[config.mk]
export PLATFORM = sky130hd
export DESIGN_NAME = text_console_cursor_engine_flat
export DESIGN_NICKNAME = d
export VERILOG_FILES = /design/src/rtl/tcc_pkg.sv /design/src/rtl/tcc_if.sv /design/src/rtl/text_console_cursor_engine.sv /design/src/rtl/tcc_ctrl.sv /design/src/rtl/tcc_datapath.sv /design/src/flat_wrapper.sv
export SDC_FILE = /design/constraint.sdc
export NUM_CORES = 1
export LEC_CHECK = 0
export BUFFER_PORTS_ARGS = -buffer_cell sky130_fd_sc_hd__buf_2
export CAP_MARGIN = 20
export CORE_MARGIN = 3
export CORE_UTILIZATION = 39
export DETAILED_ROUTE_END_ITERATION = 7
export PLACE_DENSITY_LB_ADDON = 0.08
export SLEW_MARGIN = 0
export SYNTH_ARGS = -nofsm -noshare
export SYNTH_HDL_FRONTEND = slang
export SYNTH_SLANG_ARGS = --single-unit
[constraint.sdc]
create_clock -name i_clk -period 7.1 [get_ports i_clk]
set_input_delay 0.71 -clock i_clk [delete_from_list [all_inputs] [get_ports i_clk]]
set_output_delay 0.71 -clock i_clk [all_outputs]
set_load 0.01 [all_outputs]
[src/rtl/tcc_pkg.sv]
// shared types and constants of the text console cursor engine
package tcc_pkg;

    // command codes of an input word
    localparam logic [1:0] CMD_PUT   = 2'd0;
    localparam logic [1:0] CMD_SET   = 2'd1;
    localparam logic [1:0] CMD_CLEAR = 2'd2;
    localparam logic [1:0] CMD_NONE  = 2'd3;

    // action codes of a result word
    localparam logic [2:0] ACT_GLYPH      = 3'd0;
    localparam logic [2:0] ACT_CLEAR      = 3'd1;
    localparam logic [2:0] ACT_SCROLL     = 3'd2;
    localparam logic [2:0] ACT_FILL       = 3'd3;
    localparam logic [2:0] ACT_CURSOR_ON  = 3'd4;
    localparam logic [2:0] ACT_CURSOR_OFF = 3'd5;

    // control characters
    localparam logic [7:0] CH_NEWLINE   = 8'h0A;
    localparam logic [7:0] CH_BACKSPACE = 8'h08;
    localparam logic [7:0] CH_DELETE    = 8'h7F;
    localparam logic [7:0] CH_TAB       = 8'h09;

    // tab stops every eight columns
    localparam logic [8:0] TAB_STEP = 9'd8;
    localparam logic [8:0] TAB_MASK = 9'h1F8;

    // configuration registers
    localparam int unsigned CFG_IDX_W = 2;
    localparam logic [CFG_IDX_W-1:0] CFG_COLUMNS   = 2'd0;
    localparam logic [CFG_IDX_W-1:0] CFG_TEXT_ROWS = 2'd1;
    localparam logic [7:0] COLUMNS_RESET   = 8'd80;
    localparam logic [7:0] TEXT_ROWS_RESET = 8'd25;

    // controller states
    typedef enum logic [2:0] {
        ST_IDLE  = 3'b001,
        ST_CELLS = 3'b010,
        ST_TAIL  = 3'b100
    } t_state;

    // controller to datapath
    typedef struct packed {
        logic load;       // take the input word and plan it
        logic emit_cell;  // send the current cell word
        logic emit_tail;  // send the closing word
        logic last;       // word being sent closes the input
    } t_ctl_cmd;

    // datapath to controller
    typedef struct packed {
        logic plan_cells; // planned word has cell actions
        logic plan_tail;  // planned word has a closing action
        logic cell_final; // current cell is the last of the run
        logic run_tail;   // closing action pending for this word
        logic out_free;   // output register can take a word
    } t_ctl_sts;

endpackage

[src/rtl/tcc_if.sv]
// handshake channels of the text console cursor engine

interface tcc_in_if;
    logic       valid;
    logic       ready;
    logic [1:0] command;
    logic [7:0] char_code;
    logic [7:0] new_col;
    logic [7:0] new_row;

    modport source (output valid, command, char_code, new_col, new_row, input ready);
    modport sink   (input valid, command, char_code, new_col, new_row, output ready);
endinterface

interface tcc_out_if;
    logic       valid;
    logic       ready;
    logic [2:0] action;
    logic [7:0] cell_col;
    logic [7:0] cell_row;
    logic [7:0] glyph;
    logic       last;
    logic [7:0] cursor_col;
    logic [7:0] cursor_row;

    modport source (output valid, action, cell_col, cell_row, glyph, last,
                    cursor_col, cursor_row, input ready);
    modport sink   (input valid, action, cell_col, cell_row, glyph, last,
                    cursor_col, cursor_row, output ready);
endinterface

interface tcc_cfg_if;
    logic                          valid;
    logic                          ready;
    logic [tcc_pkg::CFG_IDX_W-1:0] index;
    logic [7:0]                    data;

    modport source (output valid, index, data, input ready);
    modport sink   (input valid, index, data, output ready);
endinterface

[src/rtl/text_console_cursor_engine.sv]
// top level of the text console cursor engine
// usage:
//   i_in  takes one command word: put character, set cursor or clear screen
//   o_out gives the drawing words for it in cell units, one word per cycle at
//         most, last set on the final word; every word of a command carries
//         the cursor position that the command leaves
//   i_cfg writes columns (index 0) and text_rows (index 1); always ready; the
//         user must write only while the engine is idle, which it does not enforce
// timing:
//   a command is planned at once when it is taken; its words then leave
//   one per cycle through the output register while o_out is ready, up to nine
//   for a tab that scrolls (a newline without scroll and the unused command
//   leave no words); the next command is taken once the controller is back
//   in idle, while the last word may still wait in the output register
// reset: columns 80, text_rows 25, cursor at column 0 row 0, no word pending
// stall: a low ready on o_out holds the output word and pauses the sequencer
module text_console_cursor_engine (
    input  logic     i_clk,
    input  logic     i_rst_n,
    tcc_in_if.sink   i_in,
    tcc_out_if.source o_out,
    tcc_cfg_if.sink  i_cfg
);

    tcc_pkg::t_ctl_cmd ctl_cmd;
    tcc_pkg::t_ctl_sts ctl_sts;
    logic              in_ready;

    // configuration is taken every cycle
    assign i_cfg.ready = 1'b1;
    assign i_in.ready  = in_ready;

    // sequencer: idle, cell run, closing word
    tcc_ctrl u_ctrl (
        .i_clk      (i_clk),
        .i_rst_n    (i_rst_n),
        .i_in_valid (i_in.valid),
        .o_in_ready (in_ready),
        .i_sts      (ctl_sts),
        .o_cmd      (ctl_cmd)
    );

    // cursor, plan and output word
    tcc_datapath u_datapath (
        .i_clk        (i_clk),
        .i_rst_n      (i_rst_n),
        .i_cfg_we     (i_cfg.valid),
        .i_cfg_index  (i_cfg.index),
        .i_cfg_data   (i_cfg.data),
        .i_command    (i_in.command),
        .i_char_code  (i_in.char_code),
        .i_new_col    (i_in.new_col),
        .i_new_row    (i_in.new_row),
        .i_out_ready  (o_out.ready),
        .o_out_valid  (o_out.valid),
        .o_action     (o_out.action),
        .o_cell_col   (o_out.cell_col),
        .o_cell_row   (o_out.cell_row),
        .o_glyph      (o_out.glyph),
        .o_last       (o_out.last),
        .o_cursor_col (o_out.cursor_col),
        .o_cursor_row (o_out.cursor_row),
        .i_cmd        (ctl_cmd),
        .o_sts        (ctl_sts)
    );

endmodule

[src/rtl/tcc_ctrl.sv]
// controller state machine of the text console cursor engine
module tcc_ctrl (
    input  logic              i_clk,
    input  logic              i_rst_n,
    input  logic              i_in_valid,
    output logic              o_in_ready,
    input  tcc_pkg::t_ctl_sts i_sts,
    output tcc_pkg::t_ctl_cmd o_cmd
);

    tcc_pkg::t_state r_state, n_state;

    always_ff @(posedge i_clk) begin
        if (!i_rst_n) begin
            r_state <= tcc_pkg::ST_IDLE;
        end else begin
            r_state <= n_state;
        end
    end

    always_comb begin
        n_state    = r_state;
        o_in_ready = 1'b0;
        o_cmd      = '0;
        unique case (r_state)
            tcc_pkg::ST_IDLE: begin
                o_in_ready = 1'b1;
                if (i_in_valid) begin
                    o_cmd.load = 1'b1;
                    priority if (i_sts.plan_cells) begin
                        n_state = tcc_pkg::ST_CELLS;
                    end else if (i_sts.plan_tail) begin
                        n_state = tcc_pkg::ST_TAIL;
                    end else begin
                        n_state = tcc_pkg::ST_IDLE;
                    end
                end
            end
            tcc_pkg::ST_CELLS: begin
                if (i_sts.out_free) begin
                    o_cmd.emit_cell = 1'b1;
                    o_cmd.last      = i_sts.cell_final && !i_sts.run_tail;
                    if (i_sts.cell_final) begin
                        n_state = i_sts.run_tail ? tcc_pkg::ST_TAIL : tcc_pkg::ST_IDLE;
                    end
                end
            end
            tcc_pkg::ST_TAIL: begin
                if (i_sts.out_free) begin
                    o_cmd.emit_tail = 1'b1;
                    o_cmd.last      = 1'b1;
                    n_state         = tcc_pkg::ST_IDLE;
                end
            end
            default: begin
                n_state = tcc_pkg::ST_IDLE;
            end
        endcase
    end

endmodule

[src/rtl/tcc_datapath.sv]
// cursor state, command planning and output register of the cursor engine
module tcc_datapath (
    input  logic                          i_clk,
    input  logic                          i_rst_n,
    // configuration write
    input  logic                          i_cfg_we,
    input  logic [tcc_pkg::CFG_IDX_W-1:0] i_cfg_index,
    input  logic [7:0]                    i_cfg_data,
    // input word
    input  logic [1:0]                    i_command,
    input  logic [7:0]                    i_char_code,
    input  logic [7:0]                    i_new_col,
    input  logic [7:0]                    i_new_row,
    // output word
    input  logic                          i_out_ready,
    output logic                          o_out_valid,
    output logic [2:0]                    o_action,
    output logic [7:0]                    o_cell_col,
    output logic [7:0]                    o_cell_row,
    output logic [7:0]                    o_glyph,
    output logic                          o_last,
    output logic [7:0]                    o_cursor_col,
    output logic [7:0]                    o_cursor_row,
    // controller
    input  tcc_pkg::t_ctl_cmd             i_cmd,
    output tcc_pkg::t_ctl_sts             o_sts
);

    // configuration and cursor
    logic [7:0] r_columns, r_text_rows;
    logic [7:0] r_cur_col, r_cur_row;

    // run of cell actions and closing action
    logic [7:0] r_x, r_y, r_glyph;
    logic [2:0] r_act;
    logic [3:0] r_cnt;
    logic       r_tail;
    logic [2:0] r_tail_act;
    logic       r_tail_cursor;

    // output register
    logic       r_out_valid;
    logic [2:0] r_o_act;
    logic [7:0] r_o_col, r_o_row, r_o_glyph, r_o_cur_col, r_o_cur_row;
    logic       r_o_last;

    // plan of the presented input word
    logic [7:0] p_x, p_y, p_glyph;
    logic [2:0] p_act;
    logic [3:0] p_cnt;
    logic       p_tail;
    logic [2:0] p_tail_act;
    logic       p_tail_cursor;
    logic [7:0] p_fin_col, p_fin_row;
    logic       p_move;

    // character step working values, nine bits so that 255 + 1 does not wrap
    logic [8:0] x1, y1, stop;

    always_comb begin
        p_x           = r_cur_col;
        p_y           = r_cur_row;
        p_glyph       = 8'd0;
        p_act         = tcc_pkg::ACT_CLEAR;
        p_cnt         = 4'd0;
        p_tail        = 1'b0;
        p_tail_act    = tcc_pkg::ACT_SCROLL;
        p_tail_cursor = 1'b0;
        p_fin_col     = r_cur_col;
        p_fin_row     = r_cur_row;
        p_move        = 1'b0;
        x1            = {1'b0, r_cur_col};
        y1            = {1'b0, r_cur_row};
        stop          = 9'd0;
        unique case (i_command)
            tcc_pkg::CMD_PUT: begin
                p_move = 1'b1;
                priority if (i_char_code == tcc_pkg::CH_NEWLINE) begin
                    x1 = 9'd0;
                    y1 = {1'b0, r_cur_row} + 9'd1;
                end else if (i_char_code == tcc_pkg::CH_BACKSPACE) begin
                    // step back, across a line start when there is a row above
                    if (r_cur_col != 8'd0) begin
                        p_x = r_cur_col - 8'd1;
                    end else if (r_cur_row != 8'd0) begin
                        p_y = r_cur_row - 8'd1;
                        p_x = r_columns - 8'd1;
                    end
                    p_cnt = 4'd1;
                    x1    = {1'b0, p_x};
                    y1    = {1'b0, p_y};
                end else if (i_char_code == tcc_pkg::CH_DELETE) begin
                    p_cnt = 4'd1;
                end else if (i_char_code == tcc_pkg::CH_TAB) begin
                    stop = ({1'b0, r_cur_col} + tcc_pkg::TAB_STEP) & tcc_pkg::TAB_MASK;
                    if (stop >= {1'b0, r_columns}) begin
                        stop = {1'b0, r_columns};
                    end
                    if ({1'b0, r_cur_col} < stop) begin
                        p_cnt = 4'(stop - {1'b0, r_cur_col});
                        x1    = stop;
                    end
                end else begin
                    p_act   = tcc_pkg::ACT_GLYPH;
                    p_glyph = i_char_code;
                    p_cnt   = 4'd1;
                    x1      = {1'b0, r_cur_col} + 9'd1;
                end
                // wrap the line, then scroll
                if (x1 >= {1'b0, r_columns}) begin
                    x1 = 9'd0;
                    y1 = y1 + 9'd1;
                end
                if (y1 >= {1'b0, r_text_rows}) begin
                    p_tail = 1'b1;
                    y1     = {1'b0, r_text_rows - 8'd1};
                end
                p_fin_col = x1[7:0];
                p_fin_row = y1[7:0];
            end
            tcc_pkg::CMD_SET: begin
                p_move        = 1'b1;
                p_act         = tcc_pkg::ACT_CURSOR_OFF;
                p_cnt         = 4'd1;
                p_tail        = 1'b1;
                p_tail_act    = tcc_pkg::ACT_CURSOR_ON;
                p_tail_cursor = 1'b1;
                p_fin_col     = i_new_col;
                p_fin_row     = i_new_row;
            end
            tcc_pkg::CMD_CLEAR: begin
                p_move     = 1'b1;
                p_tail     = 1'b1;
                p_tail_act = tcc_pkg::ACT_FILL;
                p_fin_col  = 8'd0;
                p_fin_row  = 8'd0;
            end
            tcc_pkg::CMD_NONE: begin
                p_move = 1'b0;
            end
            default: begin
                p_move = 1'b0;
            end
        endcase
    end

    // configuration and cursor registers
    always_ff @(posedge i_clk) begin
        if (!i_rst_n) begin
            r_columns   <= tcc_pkg::COLUMNS_RESET;
            r_text_rows <= tcc_pkg::TEXT_ROWS_RESET;
            r_cur_col   <= 8'd0;
            r_cur_row   <= 8'd0;
        end else begin
            if (i_cfg_we && i_cfg_index == tcc_pkg::CFG_COLUMNS) begin
                r_columns <= i_cfg_data;
            end
            if (i_cfg_we && i_cfg_index == tcc_pkg::CFG_TEXT_ROWS) begin
                r_text_rows <= i_cfg_data;
            end
            if (i_cmd.load && p_move) begin
                r_cur_col <= p_fin_col;
                r_cur_row <= p_fin_row;
            end
        end
    end

    // run registers
    always_ff @(posedge i_clk) begin
        if (!i_rst_n) begin
            r_cnt  <= 4'd0;
            r_tail <= 1'b0;
        end else if (i_cmd.load) begin
            r_cnt  <= p_cnt;
            r_tail <= p_tail;
        end else if (i_cmd.emit_cell) begin
            r_cnt <= r_cnt - 4'd1;
        end
    end

    always_ff @(posedge i_clk) begin
        if (i_cmd.load) begin
            r_x           <= p_x;
            r_y           <= p_y;
            r_glyph       <= p_glyph;
            r_act         <= p_act;
            r_tail_act    <= p_tail_act;
            r_tail_cursor <= p_tail_cursor;
        end else if (i_cmd.emit_cell) begin
            r_x <= r_x + 8'd1;
        end
    end

    // output register
    always_ff @(posedge i_clk) begin
        if (!i_rst_n) begin
            r_out_valid <= 1'b0;
        end else if (i_cmd.emit_cell || i_cmd.emit_tail) begin
            r_out_valid <= 1'b1;
        end else if (i_out_ready) begin
            r_out_valid <= 1'b0;
        end
    end

    always_ff @(posedge i_clk) begin
        if (i_cmd.emit_cell) begin
            r_o_act   <= r_act;
            r_o_col   <= r_x;
            r_o_row   <= r_y;
            r_o_glyph <= r_glyph;
        end else if (i_cmd.emit_tail) begin
            r_o_act   <= r_tail_act;
            r_o_col   <= r_tail_cursor ? r_cur_col : 8'd0;
            r_o_row   <= r_tail_cursor ? r_cur_row : 8'd0;
            r_o_glyph <= 8'd0;
        end
        if (i_cmd.emit_cell || i_cmd.emit_tail) begin
            r_o_last    <= i_cmd.last;
            r_o_cur_col <= r_cur_col;
            r_o_cur_row <= r_cur_row;
        end
    end

    assign o_out_valid  = r_out_valid;
    assign o_action     = r_o_act;
    assign o_cell_col   = r_o_col;
    assign o_cell_row   = r_o_row;
    assign o_glyph      = r_o_glyph;
    assign o_last       = r_o_last;
    assign o_cursor_col = r_o_cur_col;
    assign o_cursor_row = r_o_cur_row;

    assign o_sts.plan_cells = (p_cnt != 4'd0);
    assign o_sts.plan_tail  = p_tail;
    assign o_sts.cell_final = (r_cnt == 4'd1);
    assign o_sts.run_tail   = r_tail;
    assign o_sts.out_free   = !r_out_valid || i_out_ready;

endmodule

[src/flat_wrapper.sv]
// flat-port wrapper written by rule: the top's interface ports become plain ports
module text_console_cursor_engine_flat 
  (i_clk, i_rst_n, i_in_valid, i_in_command, i_in_char_code, i_in_new_col, i_in_new_row, i_in_ready, o_out_valid, o_out_action, o_out_cell_col, o_out_cell_row, o_out_glyph, o_out_last, o_out_cursor_col, o_out_cursor_row, o_out_ready, i_cfg_valid, i_cfg_index, i_cfg_data, i_cfg_ready);
  tcc_in_if i_in_i ();
  tcc_out_if o_out_i ();
  tcc_cfg_if i_cfg_i ();
  input  logic i_clk;
  input  logic i_rst_n;
  input wire logic [$bits(i_in_i.valid)-1:0] i_in_valid;
  input wire logic [$bits(i_in_i.command)-1:0] i_in_command;
  input wire logic [$bits(i_in_i.char_code)-1:0] i_in_char_code;
  input wire logic [$bits(i_in_i.new_col)-1:0] i_in_new_col;
  input wire logic [$bits(i_in_i.new_row)-1:0] i_in_new_row;
  output wire logic [$bits(i_in_i.ready)-1:0] i_in_ready;
  output wire logic [$bits(o_out_i.valid)-1:0] o_out_valid;
  output wire logic [$bits(o_out_i.action)-1:0] o_out_action;
  output wire logic [$bits(o_out_i.cell_col)-1:0] o_out_cell_col;
  output wire logic [$bits(o_out_i.cell_row)-1:0] o_out_cell_row;
  output wire logic [$bits(o_out_i.glyph)-1:0] o_out_glyph;
  output wire logic [$bits(o_out_i.last)-1:0] o_out_last;
  output wire logic [$bits(o_out_i.cursor_col)-1:0] o_out_cursor_col;
  output wire logic [$bits(o_out_i.cursor_row)-1:0] o_out_cursor_row;
  input wire logic [$bits(o_out_i.ready)-1:0] o_out_ready;
  input wire logic [$bits(i_cfg_i.valid)-1:0] i_cfg_valid;
  input wire logic [$bits(i_cfg_i.index)-1:0] i_cfg_index;
  input wire logic [$bits(i_cfg_i.data)-1:0] i_cfg_data;
  output wire logic [$bits(i_cfg_i.ready)-1:0] i_cfg_ready;
  assign i_in_i.valid = i_in_valid;
  assign i_in_i.command = i_in_command;
  assign i_in_i.char_code = i_in_char_code;
  assign i_in_i.new_col = i_in_new_col;
  assign i_in_i.new_row = i_in_new_row;
  assign i_in_ready = i_in_i.ready;
  assign o_out_valid = o_out_i.valid;
  assign o_out_action = o_out_i.action;
  assign o_out_cell_col = o_out_i.cell_col;
  assign o_out_cell_row = o_out_i.cell_row;
  assign o_out_glyph = o_out_i.glyph;
  assign o_out_last = o_out_i.last;
  assign o_out_cursor_col = o_out_i.cursor_col;
  assign o_out_cursor_row = o_out_i.cursor_row;
  assign o_out_i.ready = o_out_ready;
  assign i_cfg_i.valid = i_cfg_valid;
  assign i_cfg_i.index = i_cfg_index;
  assign i_cfg_i.data = i_cfg_data;
  assign i_cfg_ready = i_cfg_i.ready;
  text_console_cursor_engine u_core (.i_clk(i_clk), .i_rst_n(i_rst_n), .i_in(i_in_i), .o_out(o_out_i), .i_cfg(i_cfg_i));
endmodule
After elaboration in Yosys (flattened, before gate mapping)
Index checks and enable logic that the tools add are counted.
Storage, ports and cells
  register bits: 116
  input bits: 41
  output and inout port bits: 47
  logic and storage cells: 155
Operators by class
  add/sub/neg operators: 11
  $lt $le $gt $ge: 4
  equal/unequal tests: 16
  muxes and demuxes: 80
  bitwise logic cells: 1
  reduce and logical (&&, ||, !) cells: 22
Operators by type and width (number)
  $mux W8: 23
  $mux W9: 16
  $pmux W8 S3: 2
  $sub A8 B1 Y8 const B: 4
  $mux W4: 7
  $ge A9 B8 Y1: 3
  $mux W3: 9
  $eq A8 B4 Y1 const B: 3
  $add A8 B1 Y9 const B: 2
  $reduce_bool A8 Y1: 2
  $mux W1: 15
  $pmux W3 S2: 2
  $add A8 B4 Y9 const B: 1
  $add A9 B1 Y9 const B: 1
  $lt A8 B9 Y1: 1
  $pmux W3 S3: 1
  $add A8 B1 Y8 const B: 1
  $eq A8 B7 Y1 const B: 1
  $pmux W4 S2: 1
  $pmux W1 S2: 3
  $reduce_bool A2 Y1: 3
  $reduce_or A5 Y1: 1
  $eq A2 B1 Y1 const B: 2
  $eq A2 B2 Y1 const B: 2
  20 further kinds: 28

Depth between registers and ports, before layout
Gate-level depths: netlist of the first run.
  depth in word-level cells: 25
  mapped depth: 37
  mapped depth without buffers: 36

Hierarchy
A second synthesis of the first run with hierarchy kept.
Second synthesis, totals
  cell total of the unflattened synthesis: 871
  area, all modules: 7721.2 um^2
Modules (own cells, without submodules)
  tcc_datapath: instances 1, cells each 846, area an instance 7489.7 um^2, sequential area each 2922.8 um^2
  tcc_ctrl: instances 1, cells each 23, area an instance 220.2 um^2, sequential area each 60.1 um^2
  text_console_cursor_engine: instances 1, cells each 2, area an instance 11.3 um^2, sequential area each 0.0 um^2

Worst setup path after synthesis of the first run
Ideal clock, no wire load.
  path type: reg2reg
  start point: reg u_core.u_datapath.r_cur_col[4]
  end point: reg u_core.u_datapath.r_cur_row[7]
  library setup time: 119 ps
  data arrival time: 6922 ps
  required time: 6981 ps
  setup slack: 59 ps
  cell stages (with the launch flop): 37
  buffers on the path: 2
  clock period less this slack: 7041 ps
  path through: dfxtp_1 -> clkbuf_1 -> inv_1 -> ha_1 -> ha_1 -> nand4_1 -> o221a_2 -> nand2_1 -> nand2_1 -> inv_1 -> ha_1 -> nor2b_1 -> o21a_1 -> o21ai_0 -> a21oi_1 -> nor3_1 -> a32oi_1 -> nor2_1 -> a21oi_1 -> a21o_1 -> ha_1 -> nand3_1 -> o21ai_0 -> a21o_1 -> a211o_1 -> o211a_1 -> nand2_1 -> xor2_1 -> ha_1 -> a211oi_1 -> o21ai_0 -> a21oi_1 -> o41a_1 -> buf_6 -> mux2_4 -> a21oi_2 -> o21ai_1
Between the ends
  longest elaborated chain between the ends: 21
  elaborated cells on any way between the ends: 31
  classes of those cells: 4 x add/sub; 4 x order compare; 22 x mux; 1 x reduce/logical
Ends and longest elaborated chain
  from (decl): RTL line tcc_datapath.sv:31  | logic [7:0] r_cur_col, r_cur_row;
  from (signal assigned): RTL line tcc_datapath.sv:162  | r_cur_col <= p_fin_col;
  $add A8 B4 Y9: RTL line tcc_datapath.sv:95  | stop = ({1'b0, r_cur_col} + tcc_pkg::TAB_STEP) & tcc_pkg::TAB_MASK;
  $ge A9 B8 Y1: RTL line tcc_datapath.sv:96  | if (stop >= {1'b0, r_columns}) begin
  $mux W9: RTL line tcc_datapath.sv:96
  $mux W9: RTL line tcc_datapath.sv:94  | end else if (i_char_code == tcc_pkg::CH_TAB) begin
  $mux W9: RTL line tcc_datapath.sv:92  | end else if (i_char_code == tcc_pkg::CH_DELETE) begin
  $mux W9: RTL line tcc_datapath.sv:81  | end else if (i_char_code == tcc_pkg::CH_BACKSPACE) begin
  $mux W9: RTL line tcc_datapath.sv:78  | priority if (i_char_code == tcc_pkg::CH_NEWLINE) begin
  $mux W9: RTL line tcc_datapath.sv:75  | unique case (i_command)
  [5 not listed]
  $mux W9: RTL line tcc_datapath.sv:78
  $mux W9: RTL line tcc_datapath.sv:75
  $ge A9 B8 Y1: RTL line tcc_datapath.sv:110  | if (x1 >= {1'b0, r_columns}) begin
  $mux W9 *: RTL line tcc_datapath.sv:110
  $mux W9 *: RTL line tcc_datapath.sv:75
  $ge A9 B8 Y1: RTL line tcc_datapath.sv:114  | if (y1 >= {1'b0, r_text_rows}) begin
  $mux W8 *: RTL line tcc_datapath.sv:114
  $pmux W8 S3 *: RTL line tcc_datapath.sv:75
  to (signal assigned): RTL line tcc_datapath.sv:163  | r_cur_row <= p_fin_row;
  to (decl): RTL line tcc_datapath.sv:31
Mark *: on every way between the ends. The rest lies on a longest branch, timed or not. The select of a mux whose other input is x is not followed.
A chain may end at the register's enable or synchronous reset.

Final worst setup path of the first run
  start point: reg u_core.u_datapath.r_cur_col[3]
  end point: reg u_core.u_datapath.r_cur_row[7]
The elaborated chain is that of the path after synthesis.

==> impl_metrics.prom, run 1 <==
# TYPE chip_impl_metric gauge
chip_impl_info{name="final_cell_mix",value="nand2_1, buf_2, edfxtp_1"} 1
chip_impl_metric{name="timing.final.max_slew_violations",unit=""} 0
chip_impl_info{name="post_synth_main_area_contributors",value="edfxtp_1, dfxtp_1, ha_1"} 1
chip_impl_metric{name="drt_iter0_markers",unit=""} 458
chip_impl_metric{name="worstRegToRegCells",unit=""} 34
chip_impl_metric{name="routed_via_density",unit=""} 5.64
chip_impl_metric{name="final.fill_count",unit=""} 1854
chip_impl_info{name="worst_hold_endpoint",value="u_core.u_datapath.r_tail$_SDFFE_PN0P_"} 1
chip_impl_metric{name="number_of_distinct_library_cells_after_synthesis",unit=""} 86
chip_impl_info{name="synth_top_cell_by_area",value="edfxtp_1"} 1
chip_impl_metric{name="ant_nets",unit=""} 0
chip_impl_metric{name="die_height",unit="um"} 147
chip_impl_metric{name="synthCells",unit=""} 878
chip_impl_metric{name="antennaDiodeCount",unit=""} 0
chip_impl_metric{name="numClockSinks",unit=""} 113
chip_impl_metric{name="synth.top_cell.area_share",unit=""} 0.280
chip_impl_metric{name="pre_antenna_drt_iters",unit=""} 5
chip_impl_metric{name="whs_path_depth",unit=""} 2
chip_impl_info{name="crit_type",value="reg2reg"} 1
chip_impl_metric{name="total_cts_buffers",unit=""} 17
chip_impl_metric{name="maxClockFrequency",unit="GHz"} 0.148
chip_impl_metric{name="grtUsageTotal",unit=""} 0.227
chip_impl_metric{name="postRouteWirelength",unit="um"} 24000
chip_impl_metric{name="floorplan.io_pins",unit=""} 88
chip_impl_info{name="final_common_cell",value="nand2_1"} 1
chip_impl_metric{name="power_density",unit="nW/um2"} 244
chip_impl_metric{name="postPlaceCellArea",unit="um2"} 8530
chip_impl_metric{name="final.min_clock_period",unit="ps"} 6780
chip_impl_metric{name="gp_congestion",unit=""} 0.921
chip_impl_metric{name="routed-via-count",unit=""} 7004
chip_impl_metric{name="flow.area_growth_from_synthesis",unit="%"} 20.9
chip_impl_metric{name="synth_nets",unit=""} 973
chip_impl_metric{name="critical_path_peak_fanout",unit=""} 7
chip_impl_metric{name="finalHoldViolCount",unit=""} 0
chip_impl_info{name="r2r_end",value="u_core.u_datapath.r_cur_row[7]$_SDFFE_PN0P_"} 1
chip_impl_metric{name="holdBufCountCts",unit=""} 0
chip_impl_metric{name="synth-async-reset-ratio",unit=""} 0
chip_impl_metric{name="avgSynthCellArea",unit="um2"} 8.78
chip_impl_metric{name="nets",unit=""} 1063
chip_impl_metric{name="synth_warnings",unit=""} 0
chip_impl_metric{name="postLayoutCoreUtil",unit=""} 0.488
chip_impl_metric{name="fin_worst_skew",unit="ps"} 7.25
chip_impl_metric{name="overflow",unit=""} 0
chip_impl_metric{name="critPathMaxStageDelay",unit="ps"} 370
chip_impl_metric{name="timing.critical_path.required",unit="ps"} 7410
chip_impl_metric{name="syn-cell-area",unit="um2"} 7710
chip_impl_metric{name="num_rows",unit=""} 50
chip_impl_metric{name="max_slew.worst_pin.slew",unit="ps"} 1020
chip_impl_metric{name="antenna_found_initial",unit=""} 0
chip_impl_metric{name="worst-endpoint-arrival",unit="ps"} 7090
chip_impl_metric{name="ff_latch_area",unit="um2"} 2990
chip_impl_info{name="cts_tree",value="done"} 1
chip_impl_metric{name="post-route-drc-count",unit=""} 0
chip_impl_info{name="hold_path_class",value="reg2reg"} 1
chip_impl_metric{name="wl_cell",unit="um"} 19.3
chip_impl_metric{name="drive_gt1_frac",unit=""} 0.209
chip_impl_info{name="cts.root.buffer_cell",value="clkbuf_16"} 1
chip_impl_metric{name="cts.clk_slew.worst_paths",unit="ps"} 60
chip_impl_info{name="worst_path_most_repeated_cell",value="ha_1"} 1
chip_impl_info{name="startpoint_of_the_worst_register_to_register_path",value="u_core.u_datapath.r_cur_col[3]$_SDFFE_PN0P_"} 1
chip_impl_info{name="critical_path.startpoint_type",value="register"} 1
chip_impl_metric{name="insertion_delay",unit="ps"} 420
chip_impl_metric{name="leakage_power_total",unit="nW"} 3.77
chip_impl_metric{name="combined_area_of_the_multi_input_logic_cells",unit="um2"} 4520
chip_impl_metric{name="seq_area_frac_synth",unit=""} 0.387
chip_impl_metric{name="vdd_drop_max",unit="mV"} 0.173
chip_impl_metric{name="timing.reg2reg.setup_slack",unit="ps"} 320
chip_impl_info{name="outcome",value="finished, final reports clean"} 1
chip_impl_info{name="critical_path.slowest_cell",value="dfxtp_4"} 1
chip_impl_info{name="setup.worst_path.end_class",value="register"} 1
chip_impl_info{name="synth_ff_type",value="edfxtp_1"} 1
chip_impl_metric{name="setup_viol",unit=""} 0
chip_impl_metric{name="io_buffer_count",unit=""} 86
chip_impl_metric{name="synthesized_flop_and_latch_total",unit=""} 113
chip_impl_metric{name="clock_path_buffers",unit=""} 2
chip_impl_metric{name="core_area",unit="um2"} 19100
chip_impl_metric{name="floorplan.initialDensity",unit=""} 0.404
chip_impl_info{name="hold_path.startpoint",value="u_core.u_datapath.r_tail$_SDFFE_PN0P_"} 1
chip_impl_metric{name="vias_in_the_first_global_route",unit=""} 6814
chip_impl_metric{name="floorplan.die.width",unit="um"} 147
chip_impl_metric{name="worst_slew_margin_rel",unit=""} 0.319
chip_impl_metric{name="synth_enable_flop_cells",unit=""} 72
chip_impl_metric{name="design.die.area",unit="um2"} 21500
chip_impl_metric{name="post-route-period-util",unit=""} 0.954
chip_impl_metric{name="grt_pass1_wl",unit="um"} 38800
chip_impl_metric{name="grt_max_degree",unit=""} 46
chip_impl_metric{name="detailedPlacementHpwl",unit="um"} 17700
chip_impl_metric{name="maxCapViolations",unit=""} 0
chip_impl_metric{name="layout.cell_area.non_filler",unit="um2"} 9320
chip_impl_metric{name="ctsHtreeMaxLevel",unit=""} 4
==> kinds of logic (layout without fill, tap and decap cells) <==
group	Yosys count	count (layout)	share of synthesized area
XOR/XNOR	40	40	0.0454
AND/OR/NAND/NOR	340	340	0.222
AO/OA/AOI/OAI	222	222	0.190
flip-flops	113	113	0.387
other	1	1	0.000486
multiplexers	13	13	0.0180
adder cells (fa/ha/maj)	54	54	0.0886
buffers and inverters	95	198	0.0484
==> stage by stage <==
stage          instances  setup slack [ps]  TNS, ps  hold slack (ps)  power, mW
4_1_cts             1237              30.1        0              459       2.26
2_1_floorplan        878              59.0        0              403       1.19
3_5_place_dp        1204             -53.6     -114              448       1.37
5_1_grt             1241             -87.4     -342              513       2.40
6_report            1241               324        0              460       2.27
3_3_place_gp        1204               136        0              446       1.37
==> synthesized netlist by cell type (9+ instances only) <==
cell and count:
xor2_1 14, nor2_1 59, ha_1 53, or3_1 9, o211ai_1 9, mux2i_1 9, clkbuf_1 45, nand4_1 10
xnor2_1 26, nand2_1 103, dfxtp_1 41, o21ai_0 49, o22ai_1 9, edfxtp_1 72, a21oi_1 57, a31oi_1 14
and2_1 15, nor2b_1 19, inv_1 42, nand3_1 50, nor3_1 27, and3_1 14
==> worst max path at each step <==
| stage | start | endpoint | cells after the start |
|---|---|---|---|
| 2_1_floorplan | u_core.u_datapath.r_cur_col[4]$_SDFFE_PN0P_ | u_core.u_datapath.r_cur_row[7]$_SDFFE_PN0P_ | 36 |
| 3_3_place_gp | u_core.u_datapath.r_cur_col[3]$_SDFFE_PN0P_ | u_core.u_datapath.r_cur_row[7]$_SDFFE_PN0P_ | 33 |
| 3_5_place_dp | u_core.u_datapath.r_cur_col[3]$_SDFFE_PN0P_ | u_core.u_datapath.r_cur_row[7]$_SDFFE_PN0P_ | 33 |
| 4_1_cts | u_core.u_datapath.r_cur_col[3]$_SDFFE_PN0P_ | u_core.u_datapath.r_cur_row[7]$_SDFFE_PN0P_ | 33 |
| 5_1_grt | u_core.u_datapath.r_cur_col[3]$_SDFFE_PN0P_ | u_core.u_datapath.r_cur_row[4]$_SDFFE_PN0P_ | 34 |
| 6_report | u_core.u_datapath.r_cur_col[3]$_SDFFE_PN0P_ | u_core.u_datapath.r_cur_row[7]$_SDFFE_PN0P_ | 34 |
==> critical path: cells and delay by family, from the launching register on <==
family	cells	cell delay (ps)
compound gates	18	3230
fa+ha+maj	5	1370
mux	2	580
simple gates	6	580
flops	1	370
xor+xnor	2	320
buf+inv	1	160
==> where the power goes <==
group          leakage [nW]  internal [mW]  total (mW)  switching, mW
logic                  2.51          0.221       0.584          0.364
registers             0.985          0.766       0.814         0.0480
clock network         0.285          0.527       0.876          0.350
total                  3.77           1.51        2.27          0.761
==> metal layers <==
layer	wire length (um)	share of wire	track usage	up-vias
met2	10700	0.45	0.346	243
met1	11300	0.47	0.322	3323
met5	0	0	0	-
met4	556	0.023	0.0790	0
li1	-	-	-	3401
met3	1450	0.060	0.0416	37
==> repair_timing <==
item / in CTS / in global routing
resized for setup: 1 / 32
pin swaps: 0 / 7
buffers inserted: 1 / 4
cloned: 0 / 0
setup endpoints to repair: 6 / 11
==> final cells by class <==
cell class                      count  share of cell area
Clock buffer                       17              0.0456
Clock inverter                     15              0.0188
Inverter                           42              0.0169
Multi-Input combinational cell    670               0.485
Sequential cell                   113               0.321
Tap cell                          260              0.0349
Timing Repair Buffer              124              0.0785
Power figures use the tool's default switching activity.
==> run 2, diff against run 1 <==
--- a/config.mk
+++ b/config.mk
@@ -10,6 +10,7 @@
 export CORE_MARGIN = 3
 export CORE_UTILIZATION = 39
 export DETAILED_ROUTE_END_ITERATION = 7
+export MAX_ROUTING_LAYER = met4
 export PLACE_DENSITY_LB_ADDON = 0.08
 export SLEW_MARGIN = 0
 export SYNTH_ARGS = -nofsm -noshare
==> run 2 against run 1 <==
Effect of this change: final area shrank 0.15%; sequential power is essentially flat; power grew 1.9%; utilization shrank 0.072 points; non-clock buffer count shrank 2; critical endpoint unchanged; largest power group unchanged.
==> impl_metrics.prom, run 2 (synthesized netlist as in run 1, its figures left out) <==
# TYPE chip_impl_metric gauge
chip_impl_metric{name="timing.critical_path.required",unit="ps"} 7410
chip_impl_metric{name="wl_cell",unit="um"} 19.6
chip_impl_metric{name="design.die.area",unit="um2"} 21500
chip_impl_metric{name="timing.reg2reg.setup_slack",unit="ps"} 370
chip_impl_metric{name="critical_path.n_buffers_inverters",unit=""} 2
chip_impl_metric{name="clkPwrFrac",unit=""} 0.395
chip_impl_metric{name="grtUsageTotal",unit=""} 0.234
chip_impl_info{name="cts.root.buffer_cell",value="clkbuf_16"} 1
chip_impl_metric{name="fin_worst_skew",unit="ps"} 10.1
chip_impl_metric{name="maxCapViolations",unit=""} 0
chip_impl_metric{name="worstRegToRegCells",unit=""} 32
chip_impl_metric{name="numClockSinks",unit=""} 113
chip_impl_metric{name="ant_nets",unit=""} 0
chip_impl_metric{name="worst_slew_margin_rel",unit=""} 0.330
chip_impl_info{name="critical_path.startpoint_type",value="register"} 1
chip_impl_metric{name="die_height",unit="um"} 147
chip_impl_metric{name="maxClockFrequency",unit="GHz"} 0.149
chip_impl_metric{name="max_slew.worst_pin.slew",unit="ps"} 1000
chip_impl_metric{name="drt-met1-wl",unit="um"} 11200
chip_impl_metric{name="floorplan.initialDensity",unit=""} 0.404
chip_impl_metric{name="antenna_found_initial",unit=""} 0
chip_impl_info{name="critical_path.slowest_cell",value="dfxtp_2"} 1
chip_impl_info{name="final_cell_mix",value="nand2_1, buf_2, edfxtp_1"} 1
chip_impl_metric{name="flow.area_growth_from_synthesis",unit="%"} 20.7
chip_impl_info{name="setup.worst_path.end_class",value="register"} 1
chip_impl_metric{name="post-route-period-util",unit=""} 0.948
chip_impl_metric{name="insertion_delay",unit="ps"} 420
chip_impl_metric{name="drive_gt1_frac",unit=""} 0.209
chip_impl_metric{name="nets",unit=""} 1061
chip_impl_metric{name="postRouteWirelength",unit="um"} 24300
chip_impl_metric{name="drt_iter0_markers",unit=""} 500
chip_impl_info{name="outcome",value="finished, final reports clean"} 1
chip_impl_info{name="hold_path.startpoint",value="u_core.u_datapath.r_tail$_SDFFE_PN0P_"} 1
chip_impl_metric{name="whs_path_depth",unit=""} 2
chip_impl_info{name="hold_path_class",value="reg2reg"} 1
chip_impl_metric{name="finalHoldViolCount",unit=""} 0
chip_impl_metric{name="floorplan.io_pins",unit=""} 88
chip_impl_metric{name="combined_area_of_the_multi_input_logic_cells",unit="um2"} 4500
chip_impl_metric{name="io_buffer_count",unit=""} 86
chip_impl_metric{name="leakage_power_total",unit="nW"} 3.78
chip_impl_metric{name="share_seq_of_total_power",unit=""} 0.351
chip_impl_metric{name="critPathMaxStageDelay",unit="ps"} 380
chip_impl_metric{name="final.fill_count",unit=""} 1839
chip_impl_metric{name="total_cts_buffers",unit=""} 17
chip_impl_metric{name="ff_latch_area",unit="um2"} 2990
chip_impl_info{name="crit_type",value="reg2reg"} 1
chip_impl_metric{name="worst-endpoint-arrival",unit="ps"} 7040
chip_impl_metric{name="wl_met3",unit="um"} 1530
chip_impl_info{name="cts_tree",value="done"} 1
chip_impl_metric{name="routed_via_density",unit=""} 5.66
chip_impl_metric{name="post-route-drc-count",unit=""} 0
chip_impl_metric{name="critical_path_peak_fanout",unit=""} 7
chip_impl_metric{name="gp_congestion",unit=""} 0.942
chip_impl_metric{name="finalPower",unit="mW"} 2.32
chip_impl_metric{name="vdd_drop_max",unit="mV"} 0.176
chip_impl_metric{name="cts.clk_slew.worst_paths",unit="ps"} 60
chip_impl_metric{name="layout.cell_area.non_filler",unit="um2"} 9310
chip_impl_metric{name="grt_pass1_wl",unit="um"} 38600
chip_impl_metric{name="antennaDiodeCount",unit=""} 0
chip_impl_metric{name="switching_power",unit="mW"} 0.768
chip_impl_metric{name="clock_path_buffers",unit=""} 2
chip_impl_info{name="startpoint_of_the_worst_register_to_register_path",value="u_core.u_datapath.r_cur_col[4]$_SDFFE_PN0P_"} 1
chip_impl_metric{name="timing.final.max_slew_violations",unit=""} 0
chip_impl_info{name="worst_path_most_repeated_cell",value="ha_1"} 1
chip_impl_info{name="worst_hold_endpoint",value="u_core.u_datapath.r_tail$_SDFFE_PN0P_"} 1
chip_impl_info{name="top_signal_layer_used",value="met4"} 1
chip_impl_metric{name="p_comb_frac",unit=""} 0.254
chip_impl_metric{name="power.share.switching",unit=""} 0.331
chip_impl_info{name="path_delay_family",value="compound AO/OA/AOI/OAI gates"} 1
chip_impl_info{name="startpoint",value="u_core.u_datapath.r_cur_col[4]$_SDFFE_PN0P_"} 1
chip_impl_metric{name="detailedPlacementHpwl",unit="um"} 17800
chip_impl_info{name="final_common_cell",value="nand2_1"} 1
chip_impl_metric{name="ctsHtreeMaxLevel",unit=""} 4
chip_impl_metric{name="internal_power",unit="mW"} 1.55
chip_impl_metric{name="num_rows",unit=""} 50
chip_impl_metric{name="setup_viol",unit=""} 0
chip_impl_metric{name="postPlaceCellArea",unit="um2"} 8500
chip_impl_metric{name="overflow",unit=""} 0
chip_impl_metric{name="power_density",unit="nW/um2"} 249
chip_impl_info{name="r2r_end",value="u_core.u_datapath.r_cur_row[7]$_SDFFE_PN0P_"} 1
chip_impl_metric{name="final.min_clock_period",unit="ps"} 6730
chip_impl_metric{name="pre_antenna_drt_iters",unit=""} 5
chip_impl_metric{name="vias_in_the_first_global_route",unit=""} 6653
chip_impl_metric{name="floorplan.die.width",unit="um"} 147
chip_impl_metric{name="met2_length",unit="um"} 11000
chip_impl_metric{name="core_area",unit="um2"} 19100
chip_impl_metric{name="grt_max_degree",unit=""} 46
chip_impl_metric{name="routed-via-count",unit=""} 7010
run 2: cell types whose count changed in the layout (fill, tap and decap cells not counted), sizes merged:
cell	delta
clkinv	-1
clkinvlp	-1
inv	+1
buf	-2
bufinv	+1
run 2: layout make-up:
type,instances,area share
clock inverter,15,0.0212
clock buffer,17,0.0457
tap,260,0.0350
timing repair buffer,122,0.0757
sequential,113,0.321
multi-input combinational,670,0.484
inverter,42,0.0169
run 2: tightest hold or removal path, stage by stage (launching register included):
cell and delay (ps):
dfxtp_1 310, nand3_1 60, nand2_1 50
run 2: metal layers:
layer / vias to the layer above / track usage
met3: 40 / 0.0475
met4: 0 / 0.0659
met5: - / -
li1: 3392 / -
met2: 277 / 0.346
met1: 3301 / 0.327
run 2: worst max path at each step:
stage | to | slack, ps | cells past startpoint
after global routing | u_core.u_datapath.r_cur_row[7]$_SDFFE_PN0P_ | -20 | 34
after detailed placement | u_core.u_datapath.r_cur_row[2]$_SDFFE_PN0P_ | -60 | 33
after global placement | u_core.u_datapath.r_cur_row[2]$_SDFFE_PN0P_ | 140 | 33
after floorplan | u_core.u_datapath.r_cur_row[7]$_SDFFE_PN0P_ | 60 | 36
after CTS | u_core.u_datapath.r_cur_row[2]$_SDFFE_PN0P_ | 10 | 33
final | u_core.u_datapath.r_cur_row[7]$_SDFFE_PN0P_ | 370 | 32
run 2: stage by stage:
stage / hold WS [ps] / utilization / TNS, ps / worst slack (ps) / cells
3_3_place_gp: 447 / 0.445 / 0 / 141 / 1202
4_1_cts: 461 / 0.479 / 0 / 14.6 / 1235
2_1_floorplan: 403 / - / 0 / 59.0 / 878
5_1_grt: 508 / 0.488 / -45.5 / -19.7 / 1239
3_5_place_dp: 450 / 0.445 / -115 / -55.1 / 1202
6_report: 461 / 0.488 / 0 / 369 / 1239
run 2: power groups by stage:
stage	clock (mW)	combinational [mW]	sequential [mW]
floorplan	0	0.377	0.813
global placement	0	0.551	0.826
detailed placement	0	0.548	0.826
CTS	0.935	0.555	0.812
global route	0.967	0.647	0.821
finish	0.915	0.589	0.814
run 2: timing repair:
| action | in CTS | in global routing |
|---|---|---|
| setup buffers | 1 | 4 |
| gates resized for setup | 3 | 32 |
| pin swaps | 0 | 8 |
| hold buffers | 0 | 0 |
| endpoints found under the setup margin | 6 | 11 |
